<file path="src/steq_pkg.sv">
// ----------------------------------------------------------------------------
// steq_pkg
// Shared types and constants of the sorted timer event queue.
// ----------------------------------------------------------------------------
package steq_pkg;

  // operation codes carried in the func field
  typedef enum logic [1:0] {
    FUNC_ADD     = 2'd0,
    FUNC_SERVICE = 2'd1,
    FUNC_START   = 2'd2,
    FUNC_STOP    = 2'd3
  } func_t;

  localparam logic [1:0] STAT_OK   = 2'd0;
  localparam logic [1:0] STAT_OFF  = 2'd1;
  localparam logic [1:0] STAT_FULL = 2'd2;

  // tick interval is the base frequency divided by this
  localparam logic [31:0] DIV_TICK = 32'd20;
  // reciprocal of 5 scaled by 2^34; after a shift by two it divides by 20
  localparam logic [31:0] TICK_RECIP = 32'hCCCC_CCCD;
  // last step of the 64-step restoring divider
  localparam logic [5:0]  DIV_LAST = 6'd63;

  typedef struct packed {
    logic [63:0] a;
    logic [63:0] b;
    logic        sub;
  } alu_req_t;

  typedef struct packed {
    logic [63:0] sum;
    logic        carry;
  } alu_rsp_t;

  typedef struct packed {
    logic ins_write;
    logic ins_shift;
    logic pop;
  } queue_cmd_t;

endpackage

</file>
<file path="src/steq_alu.sv">
// ----------------------------------------------------------------------------
// steq_alu
// Shared 64-bit adder/subtractor with carry out; a set carry on a subtract
// means a >= b.
// ----------------------------------------------------------------------------
module steq_alu
  import steq_pkg::*;
(
  input  alu_req_t req,
  output alu_rsp_t rsp
);

  logic [64:0] total;
  logic [63:0] b_eff;

  assign b_eff = req.sub ? ~req.b : req.b;
  assign total = {1'b0, req.a} + {1'b0, b_eff} + {64'b0, req.sub};
  assign rsp.sum   = total[63:0];
  assign rsp.carry = total[64];

endmodule

</file>
<file path="config.mk">
export PLATFORM = sky130hd
export DESIGN_NAME = steq_alu
export DESIGN_NICKNAME = d
export VERILOG_FILES = /design/src/steq_pkg.sv /design/src/steq_alu.sv
export SDC_FILE = /design/constraint.sdc
export NUM_CORES = 1
export LEC_CHECK = 0
export CAP_MARGIN = 25
export CORE_MARGIN = 1.5
export CORE_UTILIZATION = 46
export DETAILED_ROUTE_END_ITERATION = 6
export DONT_BUFFER_PORTS = 1
export PLACE_DENSITY = 0.7
export SYNTH_ARGS = -nofsm -noshare
export SYNTH_HDL_FRONTEND = slang
export SYNTH_SLANG_ARGS = --single-unit
</file>
<file path="constraint.sdc">
create_clock -name vclk -period 8.2
set_clock_uncertainty 0.05 [all_clocks]
set_input_delay 2.46 -clock vclk [all_inputs]
set_output_delay 2.46 -clock vclk [all_outputs]
set_load 0.005 [all_outputs]
</file>
==> impl_metrics.prom, run 1 <==
# TYPE chip_impl_metric gauge
chip_impl_info{name="run_status",value="finished, final reports clean"} 1
chip_impl_metric{name="placement_rows",unit=""} 36
chip_impl_metric{name="static-leakage-power",unit="nW"} 2.020
chip_impl_metric{name="wire_length_of_the_first_global_routing_pass",unit="um"} 20260
chip_impl_metric{name="final_max_slew_viol_count",unit=""} 0
chip_impl_metric{name="floorplan.die_area",unit="um^2"} 10510
chip_impl_metric{name="final_net_count",unit=""} 814
chip_impl_metric{name="synth_warnings",unit=""} 0
chip_impl_metric{name="route.vias.total",unit=""} 4624
chip_impl_metric{name="timing_hold_violations_final",unit=""} 0
chip_impl_metric{name="final.period_utilization",unit="%"} 95.62
chip_impl_info{name="start_kind",value="input port"} 1
chip_impl_metric{name="place_area",unit="um^2"} 4583
chip_impl_metric{name="via_count_of_the_first_global_routing_pass",unit=""} 4264
chip_impl_metric{name="place.detailed.hpwl",unit="um"} 11430
chip_impl_metric{name="detail_route.wl_per_cell",unit="um"} 17.98
chip_impl_info{name="maxUsedRoutingLayer",value="met4"} 1
chip_impl_metric{name="stdcell_count",unit=""} 746
chip_impl_metric{name="path_max_fanout",unit=""} 64
chip_impl_metric{name="vertical_die_dimension",unit="um"} 102.5
chip_impl_metric{name="drt-vias-per-instance",unit=""} 6.198
chip_impl_metric{name="wl_met1",unit="um"} 5827
chip_impl_metric{name="buffer_ports.inserted",unit=""} 0
chip_impl_metric{name="grt_overflow_total",unit=""} 0
chip_impl_metric{name="clockBufferCount",unit=""} 0
chip_impl_info{name="critPathKind",value="input port to primary output"} 1
chip_impl_info{name="yosysTopAreaCell",value="sky130_fd_sc_hd__ha_1"} 1
chip_impl_metric{name="gp_congestion",unit=""} 0.9453
chip_impl_metric{name="power.density_cell_area",unit="nW/um^2"} 121.7
chip_impl_metric{name="postSynthCellCount",unit=""} 636
chip_impl_metric{name="wl_met2",unit="um"} 6372
chip_impl_metric{name="io-pin-count",unit=""} 194
chip_impl_metric{name="yosys.area.top_type_share",unit="%"} 18.96
chip_impl_metric{name="coreArea",unit="um^2"} 9684
chip_impl_metric{name="seq_cell_count",unit=""} 0
chip_impl_metric{name="dr_wl_met3",unit="um"} 1014
chip_impl_metric{name="first_iter_violations",unit=""} 163
chip_impl_metric{name="area_growth_syn_to_layout",unit="%"} 0.6320
chip_impl_metric{name="critPathRequiredTime",unit="ps"} 5690
chip_impl_metric{name="initial_cell_density_of_the_core",unit="%"} 47.03
chip_impl_metric{name="routed_wl",unit="um"} 13410
chip_impl_metric{name="cp.arrival",unit="ps"} 5330
chip_impl_metric{name="clock.fmax",unit="MHz"} 127.5
chip_impl_metric{name="grt_antenna_before_repair",unit=""} 0
chip_impl_info{name="grt_setup_unrepaired",value="no"} 1
chip_impl_metric{name="final_layout_size_suffix_gt1_share",unit="%"} 4.405
chip_impl_metric{name="seqCellArea",unit="um^2"} 0
chip_impl_metric{name="totalNegativeSetupSlack",unit="ps"} 0
chip_impl_metric{name="cts.hold.buffers_added",unit=""} 0
chip_impl_metric{name="drtAntennaViolNets",unit=""} 0
chip_impl_metric{name="synthesis.area",unit="um^2"} 4554
chip_impl_metric{name="die-width",unit="um"} 102.5
chip_impl_metric{name="antenna_cells",unit=""} 0
chip_impl_info{name="yosys-top-cells-count",value="86 x sky130_fd_sc_hd__xor2_1, 82 x sky130_fd_sc_hd__a21oi_1, 69 x sky130_fd_sc_hd__ha_1"} 1
chip_impl_metric{name="synth_sequential_area_ratio",unit="%"} 0
chip_impl_metric{name="grtUsageTotal",unit="%"} 23.29
chip_impl_metric{name="drv_cap",unit=""} 0
chip_impl_info{name="timing.hold.worst.class",value="input port to primary output"} 1
chip_impl_metric{name="syn_nets",unit=""} 835
chip_impl_info{name="end_kind",value="primary output"} 1
chip_impl_metric{name="placed_cells",unit=""} 746
chip_impl_info{name="crit_end",value="rsp[59]"} 1
chip_impl_info{name="cell_with_the_most_instances_after_synthesis",value="sky130_fd_sc_hd__xor2_1"} 1
chip_impl_metric{name="synth.lib_cells_used.distinct",unit=""} 71
chip_impl_metric{name="finalSetupViolations",unit=""} 0
chip_impl_metric{name="final_area",unit="um^2"} 4583
chip_impl_metric{name="firstDrtPassIters",unit=""} 5
chip_impl_metric{name="irDropWorstVdd",unit="mV"} 0.05004
chip_impl_metric{name="layout_min_cycle_time",unit="ps"} 7840
chip_impl_metric{name="postCtsResizedCells",unit=""} 0
chip_impl_metric{name="worst_case_headroom_to_the_max_slew_limit",unit="%"} 36.89
chip_impl_metric{name="drc",unit=""} 0
chip_impl_metric{name="synth.avg_cell_area",unit="um^2"} 7.161
chip_impl_info{name="worst_setup_path_startpoint",value="req[0]"} 1
chip_impl_metric{name="maximum_number_of_pins_on_one_net_before_global_route_repair",unit=""} 65
chip_impl_metric{name="post_cts_buffers",unit=""} 0
chip_impl_metric{name="max_slew.worst_pin.slew",unit="ps"} 922.8
chip_impl_info{name="yosys-top-cells-area",value="sky130_fd_sc_hd__ha_1 19%, sky130_fd_sc_hd__xor2_1 17%, sky130_fd_sc_hd__a21oi_1 9.0%"} 1
## cells by family after synthesis
group	Yosys count	synth area share, %
AO/OA/AOI/OAI	228	33.46
XOR/XNOR	123	23.65
adder cells (fa/ha/maj)	70	19.40
buffers and inverters	44	4.835
multiplexers	2	0.4396
AND/OR/NAND/NOR	169	18.21
## power breakdown
| part | switching [mW] | internal, mW | total (mW) |
|---|---|---|---|
| Combinational | 0.342 | 0.216 | 0.558 |
| Clock | 0 | 0 | 0 |
| Sequential | 0 | 0 | 0 |
| Total | 0.342 | 0.216 | 0.558 |
## metrics by stage
stage	total power [mW]	util, %	hold WS [ps]	setup WS (ps)
CTS	0.5548	47.33	4930	346.9
global placement	0.5449	47.33	4926	444.5
floorplan	0.4549	-	4921	316.5
detailed placement	0.5503	47.33	4930	365.6
finish	0.5577	47.33	4928	359.5
global route	0.6158	47.33	4942	143.8
## layout make-up
type / count / area [um^2]
Inverter: 20 / 75.07
Fill cell: 1025 / 5101
Timing Repair Buffer: 1 / 7.507
Multi-Input combinational cell: 592 / 4334
Tap cell: 133 / 166.4
## critical path: stages
cell and delay [ps]:
sky130_fd_sc_hd__xor2_1 200, sky130_fd_sc_hd__inv_1 80, sky130_fd_sc_hd__fa_1 430, sky130_fd_sc_hd__nor2b_1 200
sky130_fd_sc_hd__o21bai_2 120, sky130_fd_sc_hd__a2111oi_4 370, sky130_fd_sc_hd__o2111ai_1 170, sky130_fd_sc_hd__nand3_1 220
sky130_fd_sc_hd__a311oi_2 160, sky130_fd_sc_hd__a211oi_4 450, sky130_fd_sc_hd__a41oi_1 220, sky130_fd_sc_hd__xnor2_1 230
## worst min path at each step
stage | depth (start not counted) | startpoint | slack, ps | end
floorplan | 1 | req[1] | 4920 | rsp[1]
global placement | 1 | req[1] | 4930 | rsp[1]
detailed placement | 1 | req[1] | 4930 | rsp[1]
CTS | 1 | req[1] | 4930 | rsp[1]
global route | 1 | req[1] | 4940 | rsp[1]
finish | 1 | req[1] | 4930 | rsp[1]
## cell usage in the layout, fill, tap and decap left out, types with 3 or more instances in the layout
cell | Yosys | layout
sky130_fd_sc_hd__a21oi_1 | 82 | 82
sky130_fd_sc_hd__xor2_1 | 86 | 86
sky130_fd_sc_hd__o211ai_1 | 3 | 3
sky130_fd_sc_hd__o21a_1 | 5 | 5
sky130_fd_sc_hd__a21boi_0 | 5 | 5
sky130_fd_sc_hd__o21bai_1 | 11 | 11
sky130_fd_sc_hd__and3_1 | 3 | 3
sky130_fd_sc_hd__xnor2_1 | 37 | 37
sky130_fd_sc_hd__nor3_1 | 6 | 6
sky130_fd_sc_hd__a21o_2 | 3 | 3
sky130_fd_sc_hd__nand2_1 | 61 | 61
sky130_fd_sc_hd__o21ai_0 | 34 | 34
sky130_fd_sc_hd__nor2b_1 | 4 | 4
sky130_fd_sc_hd__and2_1 | 7 | 7
sky130_fd_sc_hd__inv_1 | 20 | 20
sky130_fd_sc_hd__nor2_1 | 37 | 37
sky130_fd_sc_hd__nor4_1 | 5 | 5
sky130_fd_sc_hd__a211oi_1 | 4 | 4
sky130_fd_sc_hd__nand2b_1 | 5 | 5
sky130_fd_sc_hd__nand4_1 | 14 | 14
sky130_fd_sc_hd__a2111oi_0 | 4 | 4
sky130_fd_sc_hd__ha_1 | 69 | 69
sky130_fd_sc_hd__a21o_1 | 32 | 32
sky130_fd_sc_hd__nand3_1 | 10 | 10
sky130_fd_sc_hd__a31oi_1 | 7 | 7
sky130_fd_sc_hd__o31ai_1 | 5 | 5
sky130_fd_sc_hd__or3_1 | 3 | 3
## per-layer routing
layer  global-route usage [%]  vias up
met1                    30.39     2148
met4                    3.477        0
met3                    3.525       12
met2                    41.31      179
li1                         -     2285
met5                        0        -
Power figures use the tool's default switching activity.
==> run 2, diff against run 1 <==
- CORE_UTILIZATION: 46 -> 41
- PLACE_DENSITY: 0.7 -> 0.64
- SETUP_SLACK_MARGIN: unset -> 0.15
==> impl_metrics.prom, run 2 (synthesis results as in run 1) <==
# TYPE chip_impl_metric gauge
chip_impl_metric{name="layout_min_cycle_time",unit="ps"} 7828
chip_impl_metric{name="power.density_cell_area",unit="nW/um^2"} 122.2
chip_impl_metric{name="drc",unit=""} 0
chip_impl_metric{name="detail_route.wl_per_cell",unit="um"} 18.13
chip_impl_metric{name="static-leakage-power",unit="nW"} 2.041
chip_impl_info{name="most-common-layout-cells",value="86 x sky130_fd_sc_hd__xor2_1, 82 x sky130_fd_sc_hd__a21oi_1, 69 x sky130_fd_sc_hd__ha_1, 61 x sky130_fd_sc_hd__nand2_1"} 1
chip_impl_info{name="grt_setup_unrepaired",value="no"} 1
chip_impl_info{name="critPathKind",value="input port to primary output"} 1
chip_impl_info{name="mostFrequentLayoutCell",value="sky130_fd_sc_hd__xor2_1"} 1
chip_impl_metric{name="place_area",unit="um^2"} 4607
chip_impl_metric{name="timing_hold_violations_final",unit=""} 0
chip_impl_metric{name="path_max_fanout",unit=""} 64
chip_impl_metric{name="initial_cell_density_of_the_core",unit="%"} 42.01
chip_impl_metric{name="vertical_die_dimension",unit="um"} 108.4
chip_impl_metric{name="final.period_utilization",unit="%"} 95.46
chip_impl_metric{name="routed_wl",unit="um"} 13720
chip_impl_metric{name="totalNegativeSetupSlack",unit="ps"} 0
chip_impl_info{name="run_status",value="finished, final reports clean"} 1
chip_impl_metric{name="finalSetupViolations",unit=""} 0
chip_impl_metric{name="seqCellArea",unit="um^2"} 0
chip_impl_metric{name="wl_met2",unit="um"} 6371
chip_impl_metric{name="grt_overflow_total",unit=""} 0
chip_impl_metric{name="drv_cap",unit=""} 0
chip_impl_metric{name="final_area",unit="um^2"} 4622
chip_impl_metric{name="grt_antenna_before_repair",unit=""} 0
chip_impl_metric{name="firstDrtPassIters",unit=""} 7
chip_impl_metric{name="seq_cell_count",unit=""} 0
chip_impl_metric{name="worst_case_headroom_to_the_max_slew_limit",unit="%"} 38.28
chip_impl_metric{name="coreArea",unit="um^2"} 10840
chip_impl_metric{name="area_growth_syn_to_layout",unit="%"} 1.483
chip_impl_info{name="timing.hold.worst.class",value="input port to primary output"} 1
chip_impl_metric{name="multi_input_gate_area_in_the_final_layout",unit="um^2"} 4334
chip_impl_metric{name="floorplan.die_area",unit="um^2"} 11750
chip_impl_metric{name="via_count_of_the_first_global_routing_pass",unit=""} 4309
chip_impl_metric{name="clockBufferCount",unit=""} 0
chip_impl_metric{name="wire_length_of_the_first_global_routing_pass",unit="um"} 20920
chip_impl_metric{name="buffer_ports.inserted",unit=""} 0
chip_impl_metric{name="maximum_number_of_pins_on_one_net_before_global_route_repair",unit=""} 65
chip_impl_metric{name="final_net_count",unit=""} 818
chip_impl_metric{name="hold_depth",unit=""} 1
chip_impl_metric{name="first_iter_violations",unit=""} 291
chip_impl_metric{name="die-width",unit="um"} 108.4
chip_impl_metric{name="place.detailed.hpwl",unit="um"} 11630
chip_impl_metric{name="final_max_slew_viol_count",unit=""} 0
chip_impl_metric{name="antenna_cells",unit=""} 0
chip_impl_metric{name="irDropWorstVdd",unit="mV"} 0.04962
chip_impl_metric{name="critPathRequiredTime",unit="ps"} 5690
chip_impl_metric{name="drtAntennaViolNets",unit=""} 0
chip_impl_metric{name="max_slew.worst_pin.slew",unit="ps"} 902.4
chip_impl_metric{name="dpl_worst_slack",unit="ps"} 342.1
chip_impl_metric{name="final_critical_path_setup_slack",unit="ps"} 371.9
chip_impl_metric{name="final_layout_size_suffix_gt1_share",unit="%"} 5.024
chip_impl_metric{name="clock.fmax",unit="MHz"} 127.7
chip_impl_metric{name="gp_congestion",unit=""} 0.9149
chip_impl_metric{name="drt-vias-per-instance",unit=""} 6.166
chip_impl_metric{name="wl_met1",unit="um"} 6059
chip_impl_metric{name="io-pin-count",unit=""} 194
chip_impl_metric{name="cp.arrival",unit="ps"} 5320
chip_impl_info{name="start_kind",value="input port"} 1
chip_impl_metric{name="postCtsResizedCells",unit=""} 0
chip_impl_metric{name="grtUsageTotal",unit="%"} 21.41
chip_impl_metric{name="dr_wl_met3",unit="um"} 1107
chip_impl_info{name="maxUsedRoutingLayer",value="met4"} 1
chip_impl_metric{name="placement_rows",unit=""} 38
chip_impl_metric{name="route.vias.total",unit=""} 4668
chip_impl_metric{name="filler_cell_count",unit=""} 1152
chip_impl_info{name="end_kind",value="primary output"} 1
==> run 2: per-layer routing <==
metal,up-vias,track usage (%)
li1,2299,-
met1,2149,28.15
met2,201,37.97
met3,19,3.014
met4,0,2.538
met5,-,0
==> run 2: area by class of cell <==
type | instances | share of cell area [%]
inverter | 20 | 1.624
multi-input combinational | 592 | 93.77
tap | 140 | 3.790
timing repair buffer | 5 | 0.8121
==> run 2: metrics by stage <==
stage / power [mW] / instances / utilization, % / hold slack, ps
final: 0.5650 / 757 / 42.64 / 4925
after detailed placement: 0.5539 / 755 / 42.50 / 4925
after CTS: 0.5578 / 755 / 42.50 / 4925
after global placement: 0.5497 / 755 / 42.50 / 4926
after floorplan: 0.4549 / 636 / - / 4921
after global routing: 0.6218 / 757 / 42.64 / 4944
==> run 2: worst paths after layout <==
kind	start	endpoint	slack, ps
setup / recovery	req[0]	rsp[54]	370
hold / removal	req[1]	rsp[1]	4920
==> run 2: repair_timing <==
action                                 CTS  global route
endpoints found under the hold margin    0             0
hold buffers                             0             0
setup endpoints to repair                0             3
setup buffers                            0             2
==> run 2: report_power, final <==
| part | internal (mW) | switching (mW) |
|---|---|---|
| registers | 0 | 0 |
| clock network | 0 | 0 |
| logic | 0.220 | 0.345 |
==> run 2: worst max-delay path, cell delays in order <==
cell and delay, ps:
sky130_fd_sc_hd__xor2_1 140, sky130_fd_sc_hd__ha_1 350, sky130_fd_sc_hd__a21oi_1 140, sky130_fd_sc_hd__a21boi_0 180
sky130_fd_sc_hd__o21ai_0 120, sky130_fd_sc_hd__a2111oi_0 690, sky130_fd_sc_hd__o311ai_1 150, sky130_fd_sc_hd__a31oi_1 480
sky130_fd_sc_hd__a31o_2 290, sky130_fd_sc_hd__o21ai_0 110, sky130_fd_sc_hd__xnor2_1 200
==> run 3, diff against run 2 <==
- ABC_AREA: unset -> 1
- CAP_MARGIN: 25 -> 10
==> impl_metrics.prom, run 3 <==
# TYPE chip_impl_metric gauge
chip_impl_metric{name="path_max_fanout",unit=""} 4
chip_impl_info{name="yosysTopAreaCell",value="sky130_fd_sc_hd__nand2_1"} 1
chip_impl_metric{name="placement_rows",unit=""} 44
chip_impl_info{name="cell_with_the_most_instances_after_synthesis",value="sky130_fd_sc_hd__nand2_1"} 1
chip_impl_metric{name="postCtsResizedCells",unit=""} 0
chip_impl_metric{name="yosys.area.top_type_share",unit="%"} 27.71
chip_impl_metric{name="clock.fmax",unit="MHz"} 143.4
chip_impl_info{name="end_kind",value="primary output"} 1
chip_impl_info{name="mostFrequentLayoutCell",value="sky130_fd_sc_hd__nand2_1"} 1
chip_impl_metric{name="dpl_worst_slack",unit="ps"} 1253
chip_impl_info{name="timing.hold.worst.class",value="input port to primary output"} 1
chip_impl_metric{name="area_growth_syn_to_layout",unit="%"} 3.127
chip_impl_metric{name="finalHoldWorstSlack",unit="ps"} 4926
chip_impl_metric{name="seqCellArea",unit="um^2"} 0
chip_impl_metric{name="grtUsageTotal",unit="%"} 27.11
chip_impl_info{name="critPathKind",value="input port to primary output"} 1
chip_impl_metric{name="floorplan.die_area",unit="um^2"} 15470
chip_impl_metric{name="synth.lib_cells_used.distinct",unit=""} 31
chip_impl_metric{name="maximum_number_of_pins_on_one_net_before_global_route_repair",unit=""} 65
chip_impl_metric{name="final_critical_path_setup_slack",unit="ps"} 1224
chip_impl_metric{name="die-width",unit="um"} 124.4
chip_impl_info{name="run_status",value="finished, final reports clean"} 1
chip_impl_metric{name="drtAntennaViolNets",unit=""} 0
chip_impl_metric{name="final_area",unit="um^2"} 6231
chip_impl_metric{name="initial_cell_density_of_the_core",unit="%"} 41.73
chip_impl_metric{name="seq_cell_count",unit=""} 0
chip_impl_metric{name="route.vias.total",unit=""} 6992
chip_impl_metric{name="syn_nets",unit=""} 1387
chip_impl_metric{name="post_cts_buffers",unit=""} 0
chip_impl_metric{name="cts.hold.buffers_added",unit=""} 0
chip_impl_metric{name="finalSetupViolations",unit=""} 0
chip_impl_metric{name="place_area",unit="um^2"} 6231
chip_impl_metric{name="detail_route.wl_per_cell",unit="um"} 15.90
chip_impl_metric{name="irDropWorstVdd",unit="mV"} 0.02703
chip_impl_metric{name="drt-vias-per-instance",unit=""} 5.122
chip_impl_metric{name="buffer_ports.inserted",unit=""} 0
chip_impl_metric{name="routed_wl",unit="um"} 21710
chip_impl_metric{name="max_slew.worst_pin.slew",unit="ps"} 471.6
chip_impl_info{name="grt_setup_unrepaired",value="no"} 1
chip_impl_metric{name="final_max_slew_viol_count",unit=""} 0
chip_impl_metric{name="clockBufferCount",unit=""} 0
chip_impl_metric{name="final_net_count",unit=""} 1382
chip_impl_metric{name="layout_min_cycle_time",unit="ps"} 6976
chip_impl_metric{name="synth_sequential_area_ratio",unit="%"} 0
chip_impl_metric{name="synth.avg_cell_area",unit="um^2"} 5.086
chip_impl_metric{name="postSynthCellCount",unit=""} 1188
chip_impl_metric{name="io-pin-count",unit=""} 194
chip_impl_info{name="yosys-top-cells-count",value="446 x sky130_fd_sc_hd__nand2_1, 221 x sky130_fd_sc_hd__inv_1, 101 x sky130_fd_sc_hd__nor2_1"} 1
chip_impl_metric{name="gp_congestion",unit=""} 1.026
chip_impl_metric{name="vertical_die_dimension",unit="um"} 124.4
chip_impl_metric{name="worst_case_headroom_to_the_max_slew_limit",unit="%"} 68.23
chip_impl_metric{name="grt_antenna_before_repair",unit=""} 0
chip_impl_metric{name="static-leakage-power",unit="nW"} 3.686
chip_impl_metric{name="critPathRequiredTime",unit="ps"} 5690
chip_impl_metric{name="final.period_utilization",unit="%"} 85.07
chip_impl_metric{name="synthesis.area",unit="um^2"} 6042
chip_impl_info{name="start_kind",value="input port"} 1
chip_impl_metric{name="synth_warnings",unit=""} 0
chip_impl_info{name="yosys-top-cells-area",value="sky130_fd_sc_hd__nand2_1 28%, sky130_fd_sc_hd__ha_1 14%, sky130_fd_sc_hd__inv_1 14%"} 1
chip_impl_metric{name="firstDrtPassIters",unit=""} 5
chip_impl_metric{name="grt_overflow_total",unit=""} 0
chip_impl_metric{name="drv_cap",unit=""} 0
chip_impl_metric{name="coreArea",unit="um^2"} 14480
chip_impl_metric{name="timing_hold_violations_final",unit=""} 0
chip_impl_metric{name="drc",unit=""} 0
chip_impl_metric{name="power.density_cell_area",unit="nW/um^2"} 107.0
chip_impl_info{name="most-common-layout-cells",value="446 x sky130_fd_sc_hd__nand2_1, 221 x sky130_fd_sc_hd__inv_1, 101 x sky130_fd_sc_hd__nor2_1, 93 x sky130_fd_sc_hd__xor2_1, 83 x sky130_fd_sc_hd__a21oi_1"} 1
chip_impl_metric{name="antenna_cells",unit=""} 0
chip_impl_metric{name="final_layout_size_suffix_gt1_share",unit="%"} 3.726
chip_impl_metric{name="cp.arrival",unit="ps"} 4470
chip_impl_metric{name="first_iter_violations",unit=""} 615
chip_impl_metric{name="place.detailed.hpwl",unit="um"} 19550
chip_impl_metric{name="totalNegativeSetupSlack",unit="ps"} 0
chip_impl_metric{name="via_count_of_the_first_global_routing_pass",unit=""} 6536
chip_impl_metric{name="wire_length_of_the_first_global_routing_pass",unit="um"} 34000
run 3: changes by cell type after synthesis, moves of 8 or more:
cell | previous run | this run
sky130_fd_sc_hd__nand3_1 | 10 | 46
sky130_fd_sc_hd__nand2_2 | 0 | 16
sky130_fd_sc_hd__nand2_1 | 61 | 446
sky130_fd_sc_hd__xnor2_1 | 37 | 2
sky130_fd_sc_hd__nand4_1 | 14 | 3
sky130_fd_sc_hd__clkbuf_1 | 8 | 0
sky130_fd_sc_hd__nor2_1 | 37 | 101
sky130_fd_sc_hd__nor2_2 | 1 | 14
sky130_fd_sc_hd__a21o_1 | 32 | 1
sky130_fd_sc_hd__inv_1 | 20 | 221
run 3: worst max-delay path: stages:
cell                       delay [ps]
sky130_fd_sc_hd__inv_1             40
sky130_fd_sc_hd__nand2_2           40
sky130_fd_sc_hd__nand2_2           70
sky130_fd_sc_hd__inv_1             50
sky130_fd_sc_hd__fa_1             390
sky130_fd_sc_hd__nand3b_1         170
sky130_fd_sc_hd__nand2_1          150
sky130_fd_sc_hd__nand2_1           90
sky130_fd_sc_hd__nand2_2          130
sky130_fd_sc_hd__nand2_1           60
sky130_fd_sc_hd__nand2_1          140
sky130_fd_sc_hd__nand3_1          100
sky130_fd_sc_hd__nand2_1          140
sky130_fd_sc_hd__nand2_1          150
sky130_fd_sc_hd__nand2_1          100
sky130_fd_sc_hd__nand2_1           50
sky130_fd_sc_hd__nand2_1          110
run 3: cells by family after synthesis:
family / count (synthesis) / share of synthesized area, %
compound gates: 140 / 12.53
xor+xnor: 95 / 13.77
fa+ha+maj: 70 / 14.62
buf+inv: 231 / 14.60
simple gates: 652 / 44.48
run 3: report_power, final:
group	leakage (nW)	internal [mW]	total (mW)	switching [mW]
combinational	3.69	0.209	0.667	0.457
sequential	0	0	0	0
clock	0	0	0	0
run 3: final cells by class:
cell class                      instances  area [um^2]
Fill cell                            1713         8248
Multi-Input combinational cell        957         5160
Inverter                              224        840.8
Tap cell                              184        230.2
run 3: routing by layer:
metal / share of wire [%] / global-route usage, % / vias to the layer above / wire [um]
li1: - / - / 3625 / -
met1: 48 / 38.92 / 3095 / 10320
met2: 43 / 42.95 / 232 / 9312
met3: 6.4 / 2.792 / 40 / 1391
met4: 3.1 / 7.167 / 0 / 683
met5: 0 / 0 / - / 0
run 3: path summary, 6_finish.rpt:
kind                from       to  cells after the start
setup / recovery  req[1]  rsp[51]                     17
hold / removal    req[1]   rsp[1]                      1
run 3: through the flow:
stage	std cells	utilization, %	total power, mW
floorplan	1188	-	0.4873
global placement	1365	43.03	0.6558
detailed placement	1365	43.03	0.6554
CTS	1365	43.03	0.6584
global route	1365	43.03	0.7456
finish	1365	43.03	0.6665
